$ cat src/rtl/core/pxe_pkg.sv
package pxe_pkg;

    localparam int ChanW    = 8;
    localparam int PixelW   = 32;
    localparam int CfgIdxW  = 3;
    localparam int CfgDataW = 32;
    localparam int OffsetW  = 9;

    typedef enum logic [2:0] {
        MODE_PASS      = 3'd0,
        MODE_INVERT    = 3'd1,
        MODE_GREY      = 3'd2,
        MODE_GREEN     = 3'd3,
        MODE_THRESHOLD = 3'd4,
        MODE_OFFSET    = 3'd5,
        MODE_BLEND     = 3'd6,
        MODE_KEY       = 3'd7
    } effect_mode_t;

    typedef enum logic [2:0] {
        CFG_EFFECT_MODE  = 3'd0,
        CFG_THRESHOLD    = 3'd1,
        CFG_RED_OFFSET   = 3'd2,
        CFG_GREEN_OFFSET = 3'd3,
        CFG_BLUE_OFFSET  = 3'd4,
        CFG_KEY_COLOUR   = 3'd5
    } cfg_idx_t;

    typedef struct packed {
        effect_mode_t               effect_mode;
        logic [PixelW-1:0]          threshold_rgba;
        logic signed [OffsetW-1:0]  red_offset;
        logic signed [OffsetW-1:0]  green_offset;
        logic signed [OffsetW-1:0]  blue_offset;
        logic [PixelW-1:0]          key_colour;
    } pxe_cfg_t;

    // floor(p / 255), exact for p <= 255 * 255
    function automatic logic [7:0] div255(input logic [15:0] p);
        logic [16:0] t;
        t = {1'b0, p} + {9'd0, p[15:8]} + 17'd1;
        return t[15:8];
    endfunction

    // floor(s / 3) for s <= 765, reciprocal 683 / 2048
    function automatic logic [7:0] div3(input logic [9:0] s);
        logic [19:0] t;
        t = 20'(s) * 20'd683;
        return t[18:11];
    endfunction

    function automatic logic [7:0] sat_add(input logic [7:0] c,
                                           input logic signed [8:0] off);
        logic signed [9:0] s;
        s = signed'({2'b00, c}) + signed'({off[8], off});
        if (s[9]) begin
            return 8'd0;
        end else if (s[8]) begin
            return 8'd255;
        end else begin
            return s[7:0];
        end
    endfunction

endpackage

$ cat src/rtl/core/pxe_cfg_regs.sv
module pxe_cfg_regs (
    input  logic                          aclk,
    input  logic                          aresetn,
    input  logic                          cfg_wr_en,
    input  logic [pxe_pkg::CfgIdxW-1:0]   cfg_addr,
    input  logic [pxe_pkg::CfgDataW-1:0]  cfg_wdata,
    output pxe_pkg::pxe_cfg_t             cfg
);

    pxe_pkg::pxe_cfg_t cfg_reg;
    pxe_pkg::pxe_cfg_t cfg_next;

    always_comb begin
        cfg_next = cfg_reg;
        if (cfg_wr_en) begin
            unique case (pxe_pkg::cfg_idx_t'(cfg_addr))
                pxe_pkg::CFG_EFFECT_MODE: begin
                    cfg_next.effect_mode = pxe_pkg::effect_mode_t'(cfg_wdata[2:0]);
                end
                pxe_pkg::CFG_THRESHOLD:    cfg_next.threshold_rgba = cfg_wdata;
                pxe_pkg::CFG_RED_OFFSET:   cfg_next.red_offset     = cfg_wdata[8:0];
                pxe_pkg::CFG_GREEN_OFFSET: cfg_next.green_offset   = cfg_wdata[8:0];
                pxe_pkg::CFG_BLUE_OFFSET:  cfg_next.blue_offset    = cfg_wdata[8:0];
                pxe_pkg::CFG_KEY_COLOUR:   cfg_next.key_colour     = cfg_wdata;
                default: ;
            endcase
        end
    end

    always_ff @(posedge aclk) begin
        if (!aresetn) begin
            cfg_reg <= '0;
        end else begin
            cfg_reg <= cfg_next;
        end
    end

    assign cfg = cfg_reg;

endmodule

$ cat src/rtl/core/pxe_datapath.sv
module pxe_datapath (
    input  pxe_pkg::pxe_cfg_t             cfg,
    input  logic [pxe_pkg::PixelW-1:0]    canvas_pixel,
    input  logic [pxe_pkg::PixelW-1:0]    image_pixel,
    output logic [pxe_pkg::PixelW-1:0]    result_pixel
);

    logic [7:0]  r, g, b, a;
    logic [7:0]  ir, ig, ib, sa, ia;
    logic [7:0]  tr, tg, tb, ta;
    logic [9:0]  sum;
    logic [7:0]  avg;
    logic [7:0]  nr, ng, nb;

    assign r  = canvas_pixel[31:24];
    assign g  = canvas_pixel[23:16];
    assign b  = canvas_pixel[15:8];
    assign a  = canvas_pixel[7:0];
    assign ir = image_pixel[31:24];
    assign ig = image_pixel[23:16];
    assign ib = image_pixel[15:8];
    assign sa = image_pixel[7:0];
    assign ia = 8'd255 - sa;
    assign tr = cfg.threshold_rgba[31:24];
    assign tg = cfg.threshold_rgba[23:16];
    assign tb = cfg.threshold_rgba[15:8];
    assign ta = cfg.threshold_rgba[7:0];

    assign sum = 10'(r) + 10'(g) + 10'(b);
    assign avg = pxe_pkg::div3(sum);

    // each pair of terms sums to at most 255
    assign nr = pxe_pkg::div255(16'(ir) * 16'(sa)) + pxe_pkg::div255(16'(r) * 16'(ia));
    assign ng = pxe_pkg::div255(16'(ig) * 16'(sa)) + pxe_pkg::div255(16'(g) * 16'(ia));
    assign nb = pxe_pkg::div255(16'(ib) * 16'(sa)) + pxe_pkg::div255(16'(b) * 16'(ia));

    always_comb begin
        unique case (cfg.effect_mode)
            pxe_pkg::MODE_PASS:   result_pixel = canvas_pixel;
            pxe_pkg::MODE_INVERT: result_pixel = {~r, ~g, ~b, a};
            pxe_pkg::MODE_GREY:   result_pixel = {avg, avg, avg, a};
            pxe_pkg::MODE_GREEN:  result_pixel = {8'd0, avg, 8'd0, a};
            pxe_pkg::MODE_THRESHOLD: begin
                result_pixel = {(r >= tr) ? r : 8'd0, (g >= tg) ? g : 8'd0,
                                (b >= tb) ? b : 8'd0, (a >= ta) ? a : 8'd0};
            end
            pxe_pkg::MODE_OFFSET: begin
                result_pixel = {pxe_pkg::sat_add(r, cfg.red_offset),
                                pxe_pkg::sat_add(g, cfg.green_offset),
                                pxe_pkg::sat_add(b, cfg.blue_offset), a};
            end
            pxe_pkg::MODE_BLEND:  result_pixel = {nr, ng, nb, a};
            pxe_pkg::MODE_KEY: begin
                result_pixel = (image_pixel == cfg.key_colour) ? canvas_pixel : image_pixel;
            end
            default:              result_pixel = canvas_pixel;
        endcase
    end

endmodule

$ cat src/rtl/core/pixel_effect_unit.sv
// Pixel effect unit: one RGBA8888 point operation per pixel.
// Input channel s_*: one transaction carries a canvas pixel and an image
// pixel. Output channel m_*: one transaction carries the new canvas pixel.
// Pixels are red in bits 31..24 down to alpha in bits 7..0.
// The effect is selected by the effect_mode register, written through the
// cfg_* port (index 0 mode, 1 thresholds, 2..4 RGB offsets, 5 key colour).
// Write configuration only while no transaction is in flight.
// The input register takes the pixel at the input transaction edge, and the
// result register takes the datapath result from it when the output register
// is empty or being read, which sets m_tvalid; the result goes out on m_tready.
// Throughput: one pixel per cycle while m_tready stays high, set by the single
// pass datapath between the two registers.
// Reset (aresetn low, synchronous) empties both stages and clears all
// configuration registers to zero (pass-through mode).
// When the receiver stalls, the result holds in the output register; the
// input register still takes one more pixel if it is empty, after which
// s_tready drops until m_tready returns.
module pixel_effect_unit (
    input  logic                          aclk,
    input  logic                          aresetn,
    input  logic                          s_tvalid,
    output logic                          s_tready,
    input  logic [63:0]                   s_tdata,   // image_pixel 63..32, canvas_pixel 31..0
    output logic                          m_tvalid,
    input  logic                          m_tready,
    output logic [pxe_pkg::PixelW-1:0]    m_tdata,   // result_pixel
    input  logic                          cfg_wr_en,
    input  logic [pxe_pkg::CfgIdxW-1:0]   cfg_addr,
    input  logic [pxe_pkg::CfgDataW-1:0]  cfg_wdata
);

    pxe_pkg::pxe_cfg_t              cfg;
    logic                           in_valid_reg;
    logic                           in_valid_next;
    logic [pxe_pkg::PixelW-1:0]     canvas_reg;
    logic [pxe_pkg::PixelW-1:0]     image_reg;
    logic                           out_valid_reg;
    logic                           out_valid_next;
    logic [pxe_pkg::PixelW-1:0]     result_reg;
    logic [pxe_pkg::PixelW-1:0]     result_next;
    logic                           advance;
    logic                           s_accept;

    pxe_cfg_regs u_cfg_regs (
        .aclk      (aclk),
        .aresetn   (aresetn),
        .cfg_wr_en (cfg_wr_en),
        .cfg_addr  (cfg_addr),
        .cfg_wdata (cfg_wdata),
        .cfg       (cfg)
    );

    pxe_datapath u_datapath (
        .cfg          (cfg),
        .canvas_pixel (canvas_reg),
        .image_pixel  (image_reg),
        .result_pixel (result_next)
    );

    assign advance  = !out_valid_reg || m_tready;
    assign s_tready = !in_valid_reg || advance;
    assign s_accept = s_tvalid && s_tready;

    always_comb begin
        in_valid_next = in_valid_reg;
        if (s_accept) begin
            in_valid_next = 1'b1;
        end else if (advance) begin
            in_valid_next = 1'b0;
        end
        out_valid_next = advance ? in_valid_reg : out_valid_reg;
    end

    always_ff @(posedge aclk) begin
        if (!aresetn) begin
            in_valid_reg  <= 1'b0;
            out_valid_reg <= 1'b0;
        end else begin
            in_valid_reg  <= in_valid_next;
            out_valid_reg <= out_valid_next;
        end
    end

    always_ff @(posedge aclk) begin
        if (s_accept) begin
            canvas_reg <= s_tdata[31:0];
            image_reg  <= s_tdata[63:32];
        end
        if (advance && in_valid_reg) begin
            result_reg <= result_next;
        end
    end

    assign m_tvalid = out_valid_reg;
    assign m_tdata  = result_reg;

endmodule

$ cat config.mk
export PLATFORM = sky130hd
export DESIGN_NAME = pixel_effect_unit
export DESIGN_NICKNAME = d
export VERILOG_FILES = /design/src/rtl/core/pxe_pkg.sv /design/src/rtl/core/pxe_cfg_regs.sv /design/src/rtl/core/pxe_datapath.sv /design/src/rtl/core/pixel_effect_unit.sv
export SDC_FILE = /design/constraint.sdc
export NUM_CORES = 1
export LEC_CHECK = 0
export BUFFER_PORTS_ARGS = -buffer_cell sky130_fd_sc_hd__buf_2
export CAP_MARGIN = 30
export CORE_MARGIN = 2
export CORE_UTILIZATION = 45
export CTS_CLUSTER_SIZE = 40
export DETAILED_ROUTE_END_ITERATION = 8
export PLACE_DENSITY = 0.6
export SKIP_CTS_REPAIR_TIMING = 1
export SLEW_MARGIN = 20
export SYNTH_ARGS = -nofsm -noshare
export SYNTH_HDL_FRONTEND = slang
export SYNTH_SLANG_ARGS = --single-unit
$ cat constraint.sdc
create_clock -name aclk -period 11.72 [get_ports aclk]
set_clock_uncertainty 0.15 [all_clocks]
set_input_delay 0 -clock aclk [delete_from_list [all_inputs] [get_ports aclk]]
set_output_delay 0 -clock aclk [all_outputs]
set_load 0.01 [all_outputs]
# Yosys cells after proc, flatten, opt, wreduce, memory -nomap -nowiden
# Index checks and enable logic that the tools add are counted.
# W data, S select, Z words.
# word_totals
reg_bits,192
elab_cells,88
# op_classes
n_addsub,21
mul,7
n_lt_le_gt_ge,4
n_eq_ne,13
muxes,14
bitwise_logic,3
reduce_logical,15
# ops
operator,count
$pmux W32 S8,1
$add A16 B1 Y16 const B,6
$add A16 B8 Y16,6
$mul A8 B8 Y16,6
$mux W8,10
$eq A32 B32 Y1,1
$ge A8 B8 Y1,4
$mux W32,1
$add A9 B9 Y10,3
$add A8 B8 Y8,3
$not A8 Y8,3
$mul A10 B10 Y19 const B,1
$eq A3 B3 Y1 const B,6
$eq A3 B2 Y1 const B,4
$reduce_and A2 Y1,6
$add A10 B8 Y10,1
$add A8 B8 Y9,1
$sub A8 B8 Y8 const A,1
$eq A3 B1 Y1 const B,2
$logic_not A3 Y1,2
$logic_and A1 B1 Y1,2
$logic_not A1 Y1,2
$logic_or A1 B1 Y1,2
$mux W1,2
$reduce_bool A2 Y1,1

# Longest topological paths before layout
# logic_depth
word_depth,6
mapped_depth,40
mapped_depth_nobuf,38

# Modules after synthesis
# Synthesis repeated with hierarchy kept, for this count alone.
# unflattened
hier_cells,3062
area_unflattened_um2,27745.4
# by_module_without_submodules
module,n_inst,cells_per_inst,area_each_um2,seq_area_each_um2
pxe_datapath,1,2613,21261.6,0.0
pxe_cfg_regs,1,344,3497.1,1881.8
pixel_effect_unit,1,105,2986.6,2922.8

# Worst setup path before layout
# OpenSTA, ideal clock, no wires.
# synth_timing
kind,register to register
from,reg image_reg[7] (netlist name)
to,"reg result_reg, in the netlist m_tdata[15], data pin"
setup_time_ns,0.272
arrival_time_ns,7.952
t_required_ns,11.298
setup_slack_ns,3.346
stages_incl_launch_ff,36
path_buffers,2
cell_sequence,edfxtp_1 > clkbuf_1 > clkbuf_1 > nand2_1 > fa_1 > fa_1 > inv_1 > fa_1 > inv_1 > fa_1 > inv_1 > ha_1 > o21ai_0 > o21bai_1 > a21oi_1 > xnor2_1 > ha_1 > a21oi_1 > nor4b_1 > o21bai_1 > a221o_1 > maj3_1 > a211oi_1 > a211oi_1 > xor2_1 > ha_1 > a21o_1 > a21oi_1 > nor2b_1 > o21a_1 > o41ai_1 > xnor2_1 > xnor2_1 > and3_4 > nor3_1 > o31ai_2
# synth_between
elab_chain_cells,6
# synth_rtl
item,line_no,source
from (decl),pixel_effect_unit.sv:36,logic [pxe_pkg::PixelW-1:0] image_reg;
from (signal assigned),pixel_effect_unit.sv:87,image_reg <= s_tdata[63:32];
$sub A8 B8 Y8,pxe_datapath.sv:23,assign ia = 8'd255 - sa;
$mul A8 B8 Y16,pxe_datapath.sv:35,assign nb = pxe_pkg::div255(16'(ib) * 16'(sa)) + pxe_pkg::div255(16'(b) * 16'(ia));
$add A16 B8 Y16,pxe_pkg.sv:41,"t = {1'b0, p} + {9'd0, p[15:8]} + 17'd1;"
$add A16 B1 Y16,pxe_pkg.sv:41,
$add A8 B8 Y8,pxe_datapath.sv:35,
$pmux W32 S8 (*),pxe_datapath.sv:38,unique case (cfg.effect_mode)
via result_next (one bit),pixel_effect_unit.sv:40,logic [pxe_pkg::PixelW-1:0] result_next;
to (signal assigned),pixel_effect_unit.sv:90,result_reg <= result_next;
to (decl),pixel_effect_unit.sv:39,logic [pxe_pkg::PixelW-1:0] result_reg;
# The timed path passes the listed nets; every way through them passes the cells marked *.
# A chain may end at the register's enable or synchronous reset.

# Worst setup path in the final report
# layout_timing
from,reg image_reg[3] (netlist name)
to,"reg result_reg, in the netlist m_tdata[30], data pin"
# layout_between
elab_chain_cells,6
# layout_rtl
item,line_no,source
$sub A8 B8 Y8,pxe_datapath.sv:23,
$mul A8 B8 Y16,pxe_datapath.sv:33,assign nr = pxe_pkg::div255(16'(ir) * 16'(sa)) + pxe_pkg::div255(16'(r) * 16'(ia));
$add A16 B8 Y16,pxe_pkg.sv:41,
$add A16 B1 Y16,pxe_pkg.sv:41,
$add A8 B8 Y8,pxe_datapath.sv:33,
$pmux W32 S8 (*),pxe_datapath.sv:38,
via result_next (one bit),pixel_effect_unit.sv:40,
# Marked as above.

==> qor.yml <==
outcome:
  status: "finished with violations"
  violations: "hold timing"
clock_tree:
  clock-sinks: 192
  insertion_delay_ns: 0.51
  cts-root-buf: "clkbuf_16"
  clkTransAtPathRegs_ns: 0.08
  cts_made_buffers: 17
  cts_tree: "built"
  cts_buffer_depth: 2
  htreeDepth: 4
synth:
  yosys.area.top_type: "ha_1"
  synthesis.nets: 3979
  synth_top_family_by_area: "adder cells"
  synth_mux_area_frac: 0.00767
  synth_compound_area_frac: 0.150
  netlist_instances: 3233
  synth_edf_count: 96
  synth.distinct_cells: 94
  ys_ff_latch: 192
  syn_area_per_cell_um2: 8.78
  synth_xor_area_frac: 0.0709
  yosysWarnings: 0
  netlist_area_um2: 28400
  synth_flop_cell: "edfxtp_1"
  yosys.area_share.simple: 0.181
  synth_area_leaders: "ha_1 17%, fa_1 17%, edfxtp_1 10%"
  synthArstFlopShare: 0
  synthAdderAreaFrac: 0.350
  yosysSeqAreaShare: 0.169
  synth_top_area_share: 0.175
finish:
  finish.utilization: 0.503
  final_common_cell: "inv_1"
  syn_to_final_growth_pct: 11.1
  largest_register_ffs: 94
  layout_common_cells: "404 x inv_1, 397 x ha_1, 300 x nand2_1"
  drive_above_1_share: 0.0722
  finalNetCount: 4141
placed_design:
  io_buffers: 137
  dpl.hpwl_mm: 66.8
  gp_congestion: 0.943
  dp_slack_ns: 2.04
route:
  dr.pass1.iters: 6
  ant_nets: 0
  viasPerCell: 5.54
  totalWireLength_mm: 86.3
  vias: 23553
  drt-initial-drc-count: 1480
  drc: 0
  routedWlPerCell_um: 20.3
critical_path:
  r2r_setup_slack_ns: 1.91
  worst_path_most_repeated_cell: "fa_1"
  endpoint_kind: "flop"
  crit_path_top_delay_cell: "edfxtp_1"
  arrival_ns: 9.97
  cp.required_ns: 11.87
  path_class: "flop to flop"
  critPathMaxFanout: 18
  slowest_delay_ns: 0.92
  start_kind: "flop"
timing:
  period_minus_slack_ns: 9.81
  final.period_utilization: 0.837
  drv_slew: 0
  fmax_ghz: 0.102
  worst_slew_pin_slew_ns: 1.01
  fin_setup_tns_ns: 0
  setup_viol: 0
  timing.final.ws_setup_ns: 1.91
  rsz0062_at_grt: "false"
  whs_ns: -0.0138
  relSlewSlack: 0.324
  finalHoldViolations: 13
grt:
  grt_pass1_wl_mm: 134
  track_usage: 0.270
  antenna_found_initial: 1
  grt_max_degree: 70
  grt_overflow_total: 0
  grt_pass1_vias: 24005
die:
  start_util: 0.452
  die_y_um: 255
  design.die.area_um2: 65100
  io_pins: 138
  core_area_um2: 62700
  placementRows: 92
  die_w_um: 255
worst_hold_path:
  hp-class: "primary input to flop"
power_and_ir_drop:
  ir_drop_uv: 299
  power_mw: 9.39
  pwr_density_cell_nw_per_um2: 298
  power.leakage_nw: 14.6
flow_run:
  cap_violations: 0
metal layers:
| metal | GRT usage | up-vias | routed length [µm] |
|---|---|---|---|
| li1 | - | 11182 | - |
| met2 | 0.457 | 672 | 40900 |
| met3 | 0.0351 | 159 | 4570 |
| met1 | 0.350 | 11538 | 37400 |
| met4 | 0.107 | 2 | 3480 |
| met5 | 0 | - | 15 |
cell usage after synthesis (8+ instances only):
library cell and n:
o31ai_1 10, mux2i_1 15, nand2b_1 55, o22ai_1 9, xor2_1 95, a211oi_1 25, or3_1 13, nor2b_1 147
nor2_1 134, clkbuf_1 121, ha_1 397, o21a_1 24, nand4_1 9, a211o_1 13, o21ai_1 8, a221oi_1 8
xnor2_1 118, a21oi_1 111, a22o_1 9, a2111oi_0 8, nor4_1 18, o21bai_1 19, a21boi_0 100, a31oi_1 15
nand3_1 38, a21o_1 58, dfxtp_1 96, inv_1 404, edfxtp_1 96, and3_1 15, fa_1 245, nor3_1 49
and2_1 176, o21ai_0 103, o211ai_1 20, nand2_1 300
through the flow:
step                hold WS (ns)  instance area [µm²]  std cells
global route              0.0116                31500       4254
detailed placement        0.0281                29900       4119
floorplan                -0.0511                28400       3233
CTS                       -0.522                30500       4151
finish                   -0.0138                31500       4255
global placement          0.0267                29900       4117
final timing paths:
path | depth (start not counted) | to | start
worst min register to register | 2 | u_cfg_regs.cfg[68]$_SDFFE_PN0P_ | u_cfg_regs.cfg[68]$_SDFFE_PN0P_
worst min-delay path | 5 | u_cfg_regs.cfg[93]$_SDFFE_PN0P_ | cfg_addr[0]
worst max-delay path | 36 | m_tdata[30]$_DFFE_PP_ | image_reg[3]$_DFFE_PP_
worst max register to register | 36 | m_tdata[30]$_DFFE_PP_ | image_reg[3]$_DFFE_PP_
cell type report:
cell class              instances  area (µm²)
fillers                      5963       31200
well taps                     846        1060
flip-flops and latches        192        4800
repair buffers                271        1990
inverters                     410        1540
clock inverters                12         121
clock buffers                  20         458
diodes                          1        2.50
multi-input cells            2503       21600
report_power, final:
group,switching (mW),total (mW),internal [mW]
sequential,0.0556,0.793,0.737
clock,0.323,0.616,0.293
combinational,4.72,7.98,3.26
total,5.10,9.39,4.29
worst max-delay path, delay by kind of cell, from the launching register on:
kind                       cells  cell delay (ns)
AOI/OAI and AO/OA             14             2.99
xor gates and xnor gates       3             0.55
adders and majority gates      9             3.58
buffers and inverters          3             0.47
DFF                            1             0.92
and+or+nand+nor                7             0.94
logic make-up (layout without fill, tap and decap cells):
kind of cell	after synthesis	in the layout
simple gates	999	999
mux	21	21
flops	192	192
xor+xnor	220	220
buf+inv	538	713
compound gates	616	616
other cells	0	1
fa+ha+maj	647	647
(Power assumes the default switching activity.)
